### src/hw/rtl/ufre_pkg.sv
// Shared types, constants and the control program of the unwind frame record encoder.
package ufre_pkg;

    localparam int unsigned UFRE_MAX_RECORD_BYTES = 128;

    localparam int unsigned POS_W   = 7;
    localparam int unsigned WIDX_W  = 5;
    localparam int unsigned PC_W    = 5;
    localparam int unsigned WORDS   = 32;
    localparam int unsigned LOOP_W  = 4;

    localparam logic [WIDX_W-1:0] LEN_WORD      = 5'd5;
    localparam logic [POS_W-1:0]  LEN_BIAS      = 7'd28;
    localparam logic [31:0]       PCREL_BIAS    = 32'd28;
    localparam logic [WIDX_W-1:0] LAST_WORD_MAX = 5'd28;

    localparam logic [7:0] ADV_SHORT  = 8'h40;
    localparam logic [7:0] ADV_LOC1   = 8'h02;
    localparam logic [7:0] ADV_LOC2   = 8'h03;
    localparam logic [7:0] DEF_CFA_OF = 8'h0e;
    localparam logic [7:0] OFS_EXT    = 8'h05;
    localparam logic [7:0] OFS_LR     = 8'h9e;
    localparam logic [7:0] OFS_GPR    = 8'h93;
    localparam logic [7:0] VREG_BASE  = 8'd72;
    localparam logic [15:0] VEC_K0    = 16'h0060;

    localparam logic [LOOP_W-1:0] GPR_LAST = 4'd11;
    localparam logic [LOOP_W-1:0] VEC_LAST = 4'd7;

    localparam logic [1:0] CFG_WRITE_BASE = 2'd0;
    localparam logic [1:0] CFG_EXEC_BASE  = 2'd1;

    typedef enum logic [2:0] {
        OP_NONE = 3'd0,
        OP_WORD = 3'd1,
        OP_BYTE = 3'd2,
        OP_ULEB = 3'd3,
        OP_PAD  = 3'd4
    } t_op;

    typedef enum logic [2:0] {
        SRC_IMM   = 3'd0,
        SRC_ACC   = 3'd1,
        SRC_CSIZE = 3'd2,
        SRC_ADV1  = 3'd3,
        SRC_FLO   = 3'd4,
        SRC_FHI   = 3'd5,
        SRC_GPR   = 3'd6,
        SRC_VREG  = 3'd7
    } t_src;

    typedef enum logic [1:0] {
        ACC_HOLD  = 2'd0,
        ACC_BASE  = 2'd1,
        ACC_EXEC  = 2'd2,
        ACC_PCREL = 2'd3
    } t_acc;

    typedef enum logic [2:0] {
        ULD_NONE  = 3'd0,
        ULD_SSIZE = 3'd1,
        ULD_GPR   = 3'd2,
        ULD_VEC   = 3'd3,
        ULD_LR    = 3'd4
    } t_uld;

    typedef enum logic [3:0] {
        C_NEVER   = 4'd0,
        C_ALWAYS  = 4'd1,
        C_NOFRAME = 4'd2,
        C_NOALLOC = 4'd3,
        C_FGE64   = 4'd4,
        C_FGE256  = 4'd5,
        C_THUNK   = 4'd6,
        C_NOLR    = 4'd7,
        C_LOOP12  = 4'd8,
        C_LOOP8   = 4'd9
    } t_cond;

    typedef struct packed {
        t_op             op;
        t_src            src;
        t_acc            acc;
        t_uld            uld;
        t_cond           cond;
        logic            loop;
        logic            last;
        logic [PC_W-1:0] target;
        logic [31:0]     imm;
    } t_ctl;

    typedef struct packed {
        logic run;
        logic taken;
        t_ctl ctl;
    } t_cmd;

    typedef struct packed {
        logic no_frame;
        logic no_alloc;
        logic f_ge64;
        logic f_ge256;
        logic thunk;
        logic no_lr;
        logic gpr_end;
        logic vec_end;
        logic hold;
    } t_stat;

    typedef struct packed {
        logic              en;
        logic [WIDX_W-1:0] addr;
        logic [3:0]        be;
        logic [31:0]       data;
    } t_wr;

    function automatic t_ctl ufre_rom(input logic [PC_W-1:0] pc);
        t_ctl c;
        c = '0;
        case (pc)
            5'd0: begin
                c.op = OP_WORD; c.imm = 32'h0000_0010; c.acc = ACC_BASE;
            end
            5'd1: begin
                c.op = OP_WORD; c.imm = 32'h0000_0000; c.acc = ACC_EXEC;
            end
            5'd2: begin
                c.op = OP_WORD; c.imm = 32'h0052_7a01; c.acc = ACC_PCREL;
            end
            5'd3: begin
                c.op = OP_WORD; c.imm = 32'h011e_7804;
            end
            5'd4: begin
                c.op = OP_WORD; c.imm = 32'h001f_0c1b;
            end
            5'd5: begin
                c.op = OP_WORD; c.imm = 32'h0000_0000;
            end
            5'd6: begin
                c.op = OP_WORD; c.imm = 32'h0000_0018;
            end
            5'd7: begin
                c.op = OP_WORD; c.src = SRC_ACC;
            end
            5'd8: begin
                c.op = OP_WORD; c.src = SRC_CSIZE;
            end
            5'd9: begin
                c.op = OP_BYTE; c.cond = C_NOFRAME; c.target = 5'd30;
            end
            5'd10: begin
                c.cond = C_NOALLOC; c.target = 5'd19;
            end
            5'd11: begin
                c.cond = C_FGE64; c.target = 5'd13;
            end
            5'd12: begin
                c.op = OP_BYTE; c.src = SRC_ADV1; c.cond = C_ALWAYS; c.target = 5'd19;
            end
            5'd13: begin
                c.cond = C_FGE256; c.target = 5'd16;
            end
            5'd14: begin
                c.op = OP_BYTE; c.imm = {24'h0, ADV_LOC1};
            end
            5'd15: begin
                c.op = OP_BYTE; c.src = SRC_FLO; c.cond = C_ALWAYS; c.target = 5'd19;
            end
            5'd16: begin
                c.op = OP_BYTE; c.imm = {24'h0, ADV_LOC2};
            end
            5'd17: begin
                c.op = OP_BYTE; c.src = SRC_FLO;
            end
            5'd18: begin
                c.op = OP_BYTE; c.src = SRC_FHI;
            end
            5'd19: begin
                c.op = OP_BYTE; c.imm = {24'h0, DEF_CFA_OF}; c.uld = ULD_SSIZE;
            end
            5'd20: begin
                c.op = OP_ULEB;
            end
            5'd21: begin
                c.cond = C_THUNK; c.target = 5'd25;
            end
            5'd22: begin
                c.cond = C_NOLR; c.target = 5'd30;
            end
            5'd23: begin
                c.op = OP_BYTE; c.imm = {24'h0, OFS_LR}; c.uld = ULD_LR;
            end
            5'd24: begin
                c.op = OP_ULEB; c.cond = C_ALWAYS; c.target = 5'd30;
            end
            5'd25: begin
                c.op = OP_BYTE; c.src = SRC_GPR; c.uld = ULD_GPR;
            end
            5'd26: begin
                c.op = OP_ULEB; c.cond = C_LOOP12; c.target = 5'd25; c.loop = 1'b1;
            end
            5'd27: begin
                c.op = OP_BYTE; c.imm = {24'h0, OFS_EXT};
            end
            5'd28: begin
                c.op = OP_BYTE; c.src = SRC_VREG; c.uld = ULD_VEC;
            end
            5'd29: begin
                c.op = OP_ULEB; c.cond = C_LOOP8; c.target = 5'd27; c.loop = 1'b1;
            end
            5'd30: begin
                c.op = OP_PAD;
            end
            5'd31: begin
                c.op = OP_WORD; c.imm = 32'h0000_0000; c.last = 1'b1;
            end
            default: begin
                c = '0;
            end
        endcase
        return c;
    endfunction

endpackage

### src/hw/rtl/unwind_frame_record_encoder.sv
// Top level of the unwind frame record encoder.
//
// One request on the slave stream describes one function; the block answers
// with its exception-frame record (CIE, FDE, zero terminator) as a run of
// 32-bit little-endian words on the master stream, tlast on the terminator.
// tuser on the master side is the layout error flag, the same on every word.
// The configuration channel writes the write and execute base registers; it
// is always ready and is meant to be written only while no record is open.
// A request is taken only while the block is idle. The control program then
// writes the record into a word memory: one step per record byte, one per
// fixed word, plus one for each bare branch test and one to end the padding.
// The words then leave one per cycle while the receiver is ready, from the
// output register, 11 to 29 of them. When the receiver stalls, the output
// register holds its word and the next memory read waits. A new request is
// taken in the cycle after the terminator word is taken. Reset clears the
// base registers and returns the block to idle; the record memory needs no
// clearing.
module unwind_frame_record_encoder import ufre_pkg::*; #(
    parameter int unsigned MAX_RECORD_BYTES = UFRE_MAX_RECORD_BYTES
) (
    input  logic         i_clk,
    input  logic         i_rst_n,
    input  logic         i_s_axis_tvalid,
    output logic         o_s_axis_tready,
    // write address, code address, code length, frame size,
    // allocation offset, saved link register offset, then zero fill.
    input  logic [215:0] i_s_axis_tdata,
    // is_thunk.
    input  logic         i_s_axis_tuser,
    output logic         o_m_axis_tvalid,
    input  logic         i_m_axis_tready,
    // record_word, word_index, then zero fill.
    output logic [39:0]  o_m_axis_tdata,
    output logic         o_m_axis_tlast,
    // layout_error.
    output logic         o_m_axis_tuser,
    input  logic         i_cfg_valid,
    output logic         o_cfg_ready,
    input  logic [1:0]   i_cfg_index,
    input  logic [63:0]  i_cfg_data
);

    // Only the low halves of the bases reach the 32-bit start offset.
    logic [31:0] r_write_base;
    logic [31:0] r_exec_base;

    logic              accept;
    logic              in_ready;
    logic              drain;
    logic              drained;
    t_cmd              cmd;
    t_stat             stat;
    t_wr               wr;
    logic [POS_W-1:0]  pos;
    logic              flag;
    logic [31:0]       word;
    logic [WIDX_W-1:0] index;

    assign o_cfg_ready     = 1'b1;
    assign o_s_axis_tready = in_ready;
    assign accept          = i_s_axis_tvalid && in_ready;

    always_ff @(posedge i_clk) begin
        if (!i_rst_n) begin
            r_write_base <= '0;
            r_exec_base  <= '0;
        end else if (i_cfg_valid) begin
            case (i_cfg_index)
                CFG_WRITE_BASE: r_write_base <= i_cfg_data[31:0];
                CFG_EXEC_BASE:  r_exec_base  <= i_cfg_data[31:0];
                default: begin
                    r_write_base <= r_write_base;
                end
            endcase
        end
    end

    ufre_seq u_seq (
        .i_clk      (i_clk),
        .i_rst_n    (i_rst_n),
        .i_accept   (accept),
        .i_stat     (stat),
        .i_drained  (drained),
        .o_cmd      (cmd),
        .o_in_ready (in_ready),
        .o_drain    (drain)
    );

    ufre_dp u_dp (
        .i_clk        (i_clk),
        .i_rst_n      (i_rst_n),
        .i_accept     (accept),
        .i_waddr      (i_s_axis_tdata[31:0]),
        .i_caddr      (i_s_axis_tdata[95:64]),
        .i_csize      (i_s_axis_tdata[159:128]),
        .i_ssize      (i_s_axis_tdata[175:160]),
        .i_alloc      (i_s_axis_tdata[193:176]),
        .i_thunk      (i_s_axis_tuser),
        .i_lr         (i_s_axis_tdata[209:194]),
        .i_write_base (r_write_base),
        .i_exec_base  (r_exec_base),
        .i_cmd        (cmd),
        .o_stat       (stat),
        .o_wr         (wr),
        .o_pos        (pos),
        .o_flag       (flag)
    );

    ufre_buf #(
        .MAX_RECORD_BYTES (MAX_RECORD_BYTES)
    ) u_buf (
        .i_clk     (i_clk),
        .i_rst_n   (i_rst_n),
        .i_start   (accept),
        .i_drain   (drain),
        .i_wr      (wr),
        .i_pos     (pos),
        .i_flag    (flag),
        .i_tready  (i_m_axis_tready),
        .o_tvalid  (o_m_axis_tvalid),
        .o_word    (word),
        .o_index   (index),
        .o_last    (o_m_axis_tlast),
        .o_err     (o_m_axis_tuser),
        .o_drained (drained)
    );

    assign o_m_axis_tdata = {3'b000, index, word};

    a_one_record_open: assert property (@(posedge i_clk) disable iff (!i_rst_n)
        o_s_axis_tready |-> !o_m_axis_tvalid)
        else $error("new request taken while a record word is pending");

endmodule

### src/hw/rtl/ufre_seq.sv
// Program counter, control store and phase control of the record encoder.
module ufre_seq import ufre_pkg::*; (
    input  logic  i_clk,
    input  logic  i_rst_n,
    input  logic  i_accept,
    input  t_stat i_stat,
    input  logic  i_drained,
    output t_cmd  o_cmd,
    output logic  o_in_ready,
    output logic  o_drain
);

    typedef enum logic [2:0] {
        ST_IDLE  = 3'b001,
        ST_BUILD = 3'b010,
        ST_DRAIN = 3'b100
    } t_state;

    t_state          r_state, n_state;
    logic [PC_W-1:0] r_pc, n_pc;
    t_ctl            ctl;
    logic            taken;

    assign ctl = ufre_rom(r_pc);

    always_comb begin
        case (ctl.cond)
            C_NEVER:   taken = 1'b0;
            C_ALWAYS:  taken = 1'b1;
            C_NOFRAME: taken = i_stat.no_frame;
            C_NOALLOC: taken = i_stat.no_alloc;
            C_FGE64:   taken = i_stat.f_ge64;
            C_FGE256:  taken = i_stat.f_ge256;
            C_THUNK:   taken = i_stat.thunk;
            C_NOLR:    taken = i_stat.no_lr;
            C_LOOP12:  taken = !i_stat.gpr_end;
            C_LOOP8:   taken = !i_stat.vec_end;
            default:   taken = 1'b0;
        endcase
    end

    always_comb begin
        n_state = r_state;
        n_pc    = r_pc;
        case (r_state)
            ST_IDLE: begin
                if (i_accept) begin
                    n_state = ST_BUILD;
                    n_pc    = '0;
                end
            end
            ST_BUILD: begin
                if (!i_stat.hold) begin
                    if (ctl.last) begin
                        n_state = ST_DRAIN;
                    end else if (taken) begin
                        n_pc = ctl.target;
                    end else begin
                        n_pc = r_pc + 1'b1;
                    end
                end
            end
            ST_DRAIN: begin
                if (i_drained) begin
                    n_state = ST_IDLE;
                end
            end
            default: begin
                n_state = ST_IDLE;
            end
        endcase
    end

    always_ff @(posedge i_clk) begin
        if (!i_rst_n) begin
            r_state <= ST_IDLE;
            r_pc    <= '0;
        end else begin
            r_state <= n_state;
            r_pc    <= n_pc;
        end
    end

    assign o_cmd.run   = (r_state == ST_BUILD);
    assign o_cmd.taken = taken;
    assign o_cmd.ctl   = ctl;
    assign o_in_ready  = (r_state == ST_IDLE);
    assign o_drain     = (r_state == ST_DRAIN);

endmodule

### src/hw/rtl/ufre_dp.sv
// Datapath driven by the control words: operands, address arithmetic, LEB128 and byte writes.
module ufre_dp import ufre_pkg::*; (
    input  logic             i_clk,
    input  logic             i_rst_n,
    input  logic             i_accept,
    input  logic [31:0]      i_waddr,
    input  logic [31:0]      i_caddr,
    input  logic [31:0]      i_csize,
    input  logic [15:0]      i_ssize,
    input  logic [17:0]      i_alloc,
    input  logic             i_thunk,
    input  logic [15:0]      i_lr,
    input  logic [31:0]      i_write_base,
    input  logic [31:0]      i_exec_base,
    input  t_cmd             i_cmd,
    output t_stat            o_stat,
    output t_wr              o_wr,
    output logic [POS_W-1:0] o_pos,
    output logic             o_flag
);

    logic [31:0]       r_waddr, r_caddr, r_csize, r_acc;
    logic [15:0]       r_ssize, r_lr, r_uleb;
    logic [17:0]       r_alloc;
    logic              r_thunk;
    logic [POS_W-1:0]  r_pos, n_pos;
    logic [LOOP_W-1:0] r_i;
    logic              r_flag;

    logic [15:0] f;
    logic        more;
    logic        pad_more;
    logic        hold;
    logic        done;
    logic [15:0] k;
    logic        under;
    logic [15:0] diff;
    logic [7:0]  byte_val;
    logic [31:0] word_val;

    assign f        = r_alloc[17:2];
    assign more     = |r_uleb[15:7];
    assign pad_more = |r_pos[2:0];
    assign hold     = (i_cmd.ctl.op == OP_ULEB && more) || (i_cmd.ctl.op == OP_PAD && pad_more);
    assign done     = i_cmd.run && !hold;

    always_comb begin
        case (i_cmd.ctl.uld)
            ULD_GPR: k = {9'b0, r_i, 3'b0};
            ULD_VEC: k = VEC_K0 + {8'b0, r_i, 4'b0};
            ULD_LR:  k = r_lr;
            default: k = '0;
        endcase
    end

    assign under = (k > r_ssize);
    assign diff  = r_ssize - k;

    always_comb begin
        case (i_cmd.ctl.src)
            SRC_ADV1: byte_val = ADV_SHORT | {2'b00, f[5:0]};
            SRC_FLO:  byte_val = f[7:0];
            SRC_FHI:  byte_val = f[15:8];
            SRC_GPR:  byte_val = OFS_GPR + {4'b0, r_i};
            SRC_VREG: byte_val = VREG_BASE + {4'b0, r_i};
            default:  byte_val = i_cmd.ctl.imm[7:0];
        endcase
        case (i_cmd.ctl.src)
            SRC_ACC:   word_val = r_acc;
            SRC_CSIZE: word_val = r_csize;
            default:   word_val = i_cmd.ctl.imm;
        endcase
    end

    always_comb begin
        o_wr.en   = 1'b0;
        o_wr.addr = r_pos[POS_W-1:2];
        o_wr.be   = 4'b0001 << r_pos[1:0];
        o_wr.data = {4{byte_val}};
        n_pos     = r_pos;
        case (i_cmd.ctl.op)
            OP_WORD: begin
                o_wr.en   = i_cmd.run;
                o_wr.be   = 4'hf;
                o_wr.data = word_val;
                n_pos     = r_pos + 7'd4;
            end
            OP_BYTE: begin
                o_wr.en = i_cmd.run;
                n_pos   = r_pos + 7'd1;
            end
            OP_ULEB: begin
                o_wr.en   = i_cmd.run;
                o_wr.data = {4{more, r_uleb[6:0]}};
                n_pos     = r_pos + 7'd1;
            end
            OP_PAD: begin
                o_wr.en   = i_cmd.run && pad_more;
                o_wr.data = '0;
                if (pad_more) begin
                    n_pos = r_pos + 7'd1;
                end
            end
            default: begin
                o_wr.en = 1'b0;
            end
        endcase
    end

    always_ff @(posedge i_clk) begin
        if (i_accept) begin
            r_waddr <= i_waddr;
            r_caddr <= i_caddr;
            r_csize <= i_csize;
            r_ssize <= i_ssize;
            r_alloc <= i_alloc;
            r_thunk <= i_thunk;
            r_lr    <= i_lr;
        end
        if (i_cmd.run && i_cmd.ctl.op == OP_ULEB) begin
            r_uleb <= r_uleb >> 7;
        end else if (done) begin
            case (i_cmd.ctl.uld)
                ULD_SSIZE: r_uleb <= r_ssize;
                ULD_GPR, ULD_VEC, ULD_LR: r_uleb <= under ? 16'd0 : {3'b000, diff[15:3]};
                default: r_uleb <= r_uleb;
            endcase
        end
        if (done) begin
            case (i_cmd.ctl.acc)
                ACC_BASE:  r_acc <= r_waddr - i_write_base;
                ACC_EXEC:  r_acc <= r_acc + i_exec_base + PCREL_BIAS;
                ACC_PCREL: r_acc <= r_caddr - r_acc;
                default:   r_acc <= r_acc;
            endcase
        end
    end

    always_ff @(posedge i_clk) begin
        if (!i_rst_n) begin
            r_pos  <= '0;
            r_i    <= '0;
            r_flag <= 1'b0;
        end else if (i_accept) begin
            r_pos  <= '0;
            r_i    <= '0;
            r_flag <= 1'b0;
        end else if (i_cmd.run) begin
            r_pos <= n_pos;
            if (done && i_cmd.ctl.loop) begin
                r_i <= i_cmd.taken ? r_i + 1'b1 : '0;
            end
            if (done && under && i_cmd.ctl.uld != ULD_NONE && i_cmd.ctl.uld != ULD_SSIZE) begin
                r_flag <= 1'b1;
            end
        end
    end

    assign o_stat.no_frame = (r_ssize == 16'd0);
    assign o_stat.no_alloc = (r_alloc == 18'd0);
    assign o_stat.f_ge64   = |f[15:6];
    assign o_stat.f_ge256  = |f[15:8];
    assign o_stat.thunk    = r_thunk;
    assign o_stat.no_lr    = (r_lr == 16'd0);
    assign o_stat.gpr_end  = (r_i == GPR_LAST);
    assign o_stat.vec_end  = (r_i == VEC_LAST);
    assign o_stat.hold     = hold;

    assign o_pos  = r_pos;
    assign o_flag = r_flag;

    a_wr_in_record: assert property (@(posedge i_clk) disable iff (!i_rst_n)
        o_wr.en |-> o_wr.addr <= LAST_WORD_MAX)
        else $error("record write beyond the longest possible record");

    a_loop_range: assert property (@(posedge i_clk) disable iff (!i_rst_n)
        r_i <= GPR_LAST)
        else $error("save-rule loop counter out of range");

endmodule

### src/hw/rtl/ufre_buf.sv
// Record word memory and the output register that streams the finished record.
module ufre_buf import ufre_pkg::*; #(
    parameter int unsigned MAX_RECORD_BYTES = UFRE_MAX_RECORD_BYTES
) (
    input  logic              i_clk,
    input  logic              i_rst_n,
    input  logic              i_start,
    input  logic              i_drain,
    input  t_wr               i_wr,
    input  logic [POS_W-1:0]  i_pos,
    input  logic              i_flag,
    input  logic              i_tready,
    output logic              o_tvalid,
    output logic [31:0]       o_word,
    output logic [WIDX_W-1:0] o_index,
    output logic              o_last,
    output logic              o_err,
    output logic              o_drained
);

    localparam logic [8:0] MaxBytes = 9'(MAX_RECORD_BYTES);

    logic [31:0]       r_mem [WORDS];
    logic [WIDX_W-1:0] r_idx;
    logic              r_done;
    logic              r_valid;
    logic [31:0]       r_word;
    logic [WIDX_W-1:0] r_index;
    logic              r_last;
    logic              r_err;

    logic [WIDX_W-1:0] last_idx;
    logic [POS_W-1:0]  body_len;
    logic              load;
    logic              too_long;

    assign last_idx = i_pos[POS_W-1:2] - 5'd1;
    assign body_len = i_pos - LEN_BIAS;
    assign too_long = ({2'b00, i_pos} > MaxBytes);
    assign load     = i_drain && !r_done && (!r_valid || i_tready);

    always_ff @(posedge i_clk) begin
        if (i_wr.en) begin
            for (int b = 0; b < 4; b++) begin
                if (i_wr.be[b]) begin
                    r_mem[i_wr.addr][b*8 +: 8] <= i_wr.data[b*8 +: 8];
                end
            end
        end
    end

    always_ff @(posedge i_clk) begin
        if (load) begin
            r_word  <= (r_idx == LEN_WORD) ? {25'b0, body_len} : r_mem[r_idx];
            r_index <= r_idx;
            r_last  <= (r_idx == last_idx);
            r_err   <= i_flag || too_long;
        end
    end

    always_ff @(posedge i_clk) begin
        if (!i_rst_n) begin
            r_idx   <= '0;
            r_done  <= 1'b0;
            r_valid <= 1'b0;
        end else if (i_start) begin
            r_idx   <= '0;
            r_done  <= 1'b0;
            r_valid <= 1'b0;
        end else if (load) begin
            r_idx   <= r_idx + 1'b1;
            r_done  <= (r_idx == last_idx);
            r_valid <= 1'b1;
        end else if (i_tready) begin
            r_valid <= 1'b0;
        end
    end

    assign o_tvalid  = r_valid;
    assign o_word    = r_word;
    assign o_index   = r_index;
    assign o_last    = r_last;
    assign o_err     = r_err;
    assign o_drained = r_valid && r_last && i_tready;

    a_index_steps: assert property (@(posedge i_clk) disable iff (!i_rst_n)
        (r_valid && i_tready && !r_last) |=> (r_valid && r_index == $past(r_index) + 5'd1))
        else $error("record word skipped or repeated");

    a_last_at_end: assert property (@(posedge i_clk) disable iff (!i_rst_n)
        (r_valid && r_last) |-> (r_index == last_idx))
        else $error("terminator word not at the end of the record");

endmodule

### config.mk
export PLATFORM = sky130hd
export DESIGN_NAME = unwind_frame_record_encoder
export DESIGN_NICKNAME = d
export VERILOG_FILES = /design/src/hw/rtl/ufre_pkg.sv /design/src/hw/rtl/unwind_frame_record_encoder.sv /design/src/hw/rtl/ufre_seq.sv /design/src/hw/rtl/ufre_dp.sv /design/src/hw/rtl/ufre_buf.sv
export SDC_FILE = /design/constraint.sdc
export NUM_CORES = 2
export LEC_CHECK = 0
export BUFFER_PORTS_ARGS = -buffer_cell sky130_fd_sc_hd__buf_2
export CORE_MARGIN = 5
export CORE_UTILIZATION = 55
export DETAILED_ROUTE_END_ITERATION = 10
export PLACE_DENSITY = 0.76
export SYNTH_ARGS = -nofsm -noshare
export SYNTH_HDL_FRONTEND = slang
export SYNTH_SLANG_ARGS = --single-unit
### constraint.sdc
create_clock -name i_clk -period 7.9 [get_ports i_clk]
set_input_delay 0.79 -clock i_clk [delete_from_list [all_inputs] [get_ports i_clk]]
set_output_delay 0.79 -clock i_clk [all_outputs]
set_load 0.01 [all_outputs]
==> metrics.md <==
| Metric | Value |
|---|---|
| Clock skew | approximately 0.035 ns |
| Num CTS Buffers | about 140 |
| EDFF count, synth | between 1000 and 1500 |
| Setup Fix Bufs, Post-CTS | 0 |
| H-Tree Depth | 4 |
| Final wirelength | 146000 µm |
| Register share of total power | between 50% and 60% |
| Critical Path RT | 8.12 ns |
| Switching power | 0.00312 W |
| First-pass iteration count of the detailed router | 9 |
| Largest cells by area after synthesis | edfxtp_1 63%, mux4_2 12%, dfxtp_1 3.5%, ha_1 3.4%, nand2_1 1.8% |
| Unrepaired setup endpoints after global routing | no |
| Synth Cell Area | 0.0592 mm² |
| Largest net degree at the start of global routing | 160 |
| Pwr/cell area | 223 mW/mm² |
| Max Cap Violations | 0 |
| Remaining DRCs | 0 |
| Synthesis-stage register bit count | 1354 |
| Warnings from Yosys | 0 |
| Worst R2R Setup Slack | 3.04 ns |
| Die width | ~340 µm |
| Die area | 0.114 mm² |
| Reg2Reg Capture Point | u_buf.r_mem[6][13] |
| CTS resizes | 0 |
| Worst Path Arrival | slightly above 5 ns |
| Clk root buf | clkbuf_16 |
| Final Hold Vio Count | 0 |
| Height of the die | 338 µm |
| First-pass GRT wire length | between 200000 and 250000 µm |
| Fin crit period | 4.86 ns |
| Switching share of power | between 20% and 30% |
| Buffers on Ports | 226 |
| CTS clk-pin slew, worst paths | ~0.060 ns |
| Net count, final | roughly 4400 |
| Final setup vio count | 0 |
| Crit path capture | u_buf.r_mem[6][13] |
| Synth area leader | edfxtp_1 |
| Routability cong. | just over 0.9 |
| Crit Path Class | register to register |
| Max Slew Vio Count | 0 |
| Max clock buf depth | 3 |
| Internal | about 0.012 W |
| Period utilization | 61.5% |
| Mean post-synth cell area | about 16 µm² |
| Layout cell share with drive strength beyond 1 | 20.9% |
| Commonest cells post-synth | 1251 x edfxtp_1, 320 x mux4_2, 278 x nand2_1 |
| Worst reg2reg path depth | 10 |
| FILL cells | roughly 7500 |
| Cells after DPL | 5203 |
| Top Ports | ~330 |
| Fraction of registers with async set/reset | 0% |
| Most frequent cell after synthesis | edfxtp_1 |
| Wire length per cell | roughly 27 µm |
| Gr usage total | 25.3% |
| Combinational Power Share | approximately 3.8% |
| Yosys top cell area share | a little under two thirds |
| Post-detailed-route count of antenna-violating nets | 0 |
| Initial core utilization | a little under three fifths |
| Clock share of power | between 40% and 50% |
| R2R Path Start | u_seq.r_pc[0] |
| Worst skew pair latency | roughly 0.76 ns |
| Sequential area share after synthesis | 66.9% |
| Outcome | finished clean |
| Worst-path fanout max | 32 |
| Core area | between 0.1 and 0.15 mm² |
| Drt initial violations | around 4300 |
| Crit. End Element | register |
| Unique masters post-synth | 92 |
| Worst Setup Start Kind | register |
| Total congestion overflow | 0 |
| CTS tree | yes |
| Most used DFF post-synth | edfxtp_1 |
| Via density | about 6.3 |
| Vias | ~34000 |
| Actual slew at the worst max-slew pin | approximately 1.4 ns |
| Max Freq | between 200 and 250 MHz |
| Syn Inst Count | 3708 |
| Setup TNS | 0 ns |
| Leakage | 22.4 nW |
| # clock sinks | around 1400 |
| HP Class | input pin to register |
| Initial antenna violation count | 3 |
| Vias in the first global route | between 30000 and 40000 |
| Max IR drop VDD | about 170 µV |
| Area delta synth->final | 11.9% |
| Critical Path Source | u_seq.r_pc[0] |
| Rows | 120 |
| Hold Buf Count CTS | 0 |
| Final Non-Filler Cells | 5452 |
| DP HPWL | 94100 µm |
| Rel. slew slack | 6.21% |
-- layout make-up --
class | count | area [µm²] | share of cell area [%]
diodes | 4 | 10.0 | 0.0151
clock buffers | 177 | 3660 | 5.52
clock inverters | 68 | 704 | 1.06
inverters | 122 | 458 | 0.691
multi-input cells | 2054 | 18600 | 28.0
flip-flops and latches | 1354 | 39600 | 59.8
well taps | 1403 | 1760 | 2.65
repair buffers | 270 | 1510 | 2.28
-- placed cells by master (no fill, tap or decap), types with 21 or more instances in the layout --
master / count
dfxtp_1: 98
edfxtp_1: 1251
inv_1: 122
clkbuf_1: 32
a21o_1: 49
xor2_1: 53
buf_4: 40
nor2_1: 260
clkinv_2: 21
a21boi_0: 70
mux4_2: 320
buf_2: 226
o21ai_0: 110
clkbuf_16: 137
xnor2_1: 52
mux2i_1: 43
a21oi_1: 151
nand3_1: 53
nor3_1: 29
nand2_1: 278
ha_1: 162
a22oi_1: 45
-- worst min path at each step --
stage / startpoint / to / slack (ns) / cells past startpoint
6_report: i_s_axis_tdata[189] / u_dp.r_alloc[13] / 0.21 / 1
4_1_cts: i_s_axis_tdata[177] / u_dp.r_alloc[1] / 0.16 / 1
2_1_floorplan: u_buf.r_idx[2] / u_buf.o_index[2] / 0.41 / 0
3_3_place_gp: r_write_base[23] / r_write_base[23] / 0.45 / 2
5_1_grt: i_s_axis_tdata[70] / u_dp.r_caddr[6] / 0.18 / 1
3_5_place_dp: r_write_base[4] / r_write_base[4] / 0.46 / 2
-- worst max-delay path: stages (launching register included) --
cell and delay (ns):
dfxtp_1 0.36, inv_1 0.10, ha_1 0.62, nand2b_1 0.21, o2bb2ai_1 0.66, nand3b_1 0.37
nor2_1 0.12, a222oi_1 0.37, nor2_1 0.09, a21oi_1 0.58, nand2_1 0.82
-- per-stage QoR --
stage | power [W] | hold WS (ns) | setup slack [ns] | area, µm² | util (%)
5_1_grt | 0.0152 | 0.177 | 2.78 | 66300 | 61.9
3_5_place_dp | 0.00858 | 0.457 | 3.17 | 61900 | 57.9
2_1_floorplan | 0.00839 | 0.406 | 0.210 | 59300 | -
3_3_place_gp | 0.00857 | 0.452 | 3.32 | 61900 | 57.9
6_report | 0.0148 | 0.211 | 3.04 | 66300 | 61.9
4_1_cts | 0.0148 | 0.160 | 3.15 | 66300 | 61.9
-- registers in the layout, summed over array words and instances, names as in the netlist, 7 cells and up, named ones only --
name	cells
u_buf.o_word	32
u_dp.r_waddr	32
u_buf.r_mem	1024
u_dp.r_alloc	18
u_dp.r_ssize	16
u_dp.r_uleb	16
r_write_base	32
u_dp.r_csize	32
r_exec_base	32
u_dp.o_pos	7
u_dp.r_lr	16
u_dp.r_acc	32
u_dp.r_caddr	32
-- power by group through the flow --
stage | sequential (W) | clock [W] | combinational [W]
detailed placement | 0.00802 | 0 | 0.000555
finish | 0.00787 | 0.00633 | 0.000562
CTS | 0.00787 | 0.00641 | 0.000560
floorplan | 0.00801 | 0 | 0.000376
global placement | 0.00802 | 0 | 0.000547
global route | 0.00787 | 0.00674 | 0.000619
-- metal layers --
metal  share of wire (%)  wire length (µm)  global-route usage (%)
met1                  39             56600                    34.5
met2                  48             70700                    40.8
met3                 9.8             14400                    6.30
met4                 3.2              4650                    7.95
met5                   0                 0                       0
-- kinds of logic after synthesis --
kind of cell / after synthesis / share of synthesized area, %
buf+inv: 302 / 2.01
simple gates: 775 / 5.89
flops: 1354 / 66.9
mux: 364 / 12.9
compound gates: 641 / 7.21
xor+xnor: 105 / 1.55
other cells: 2 / 0.0127
fa+ha+maj: 165 / 3.52
No activity file was read; power rests on OpenSTA's default activity.
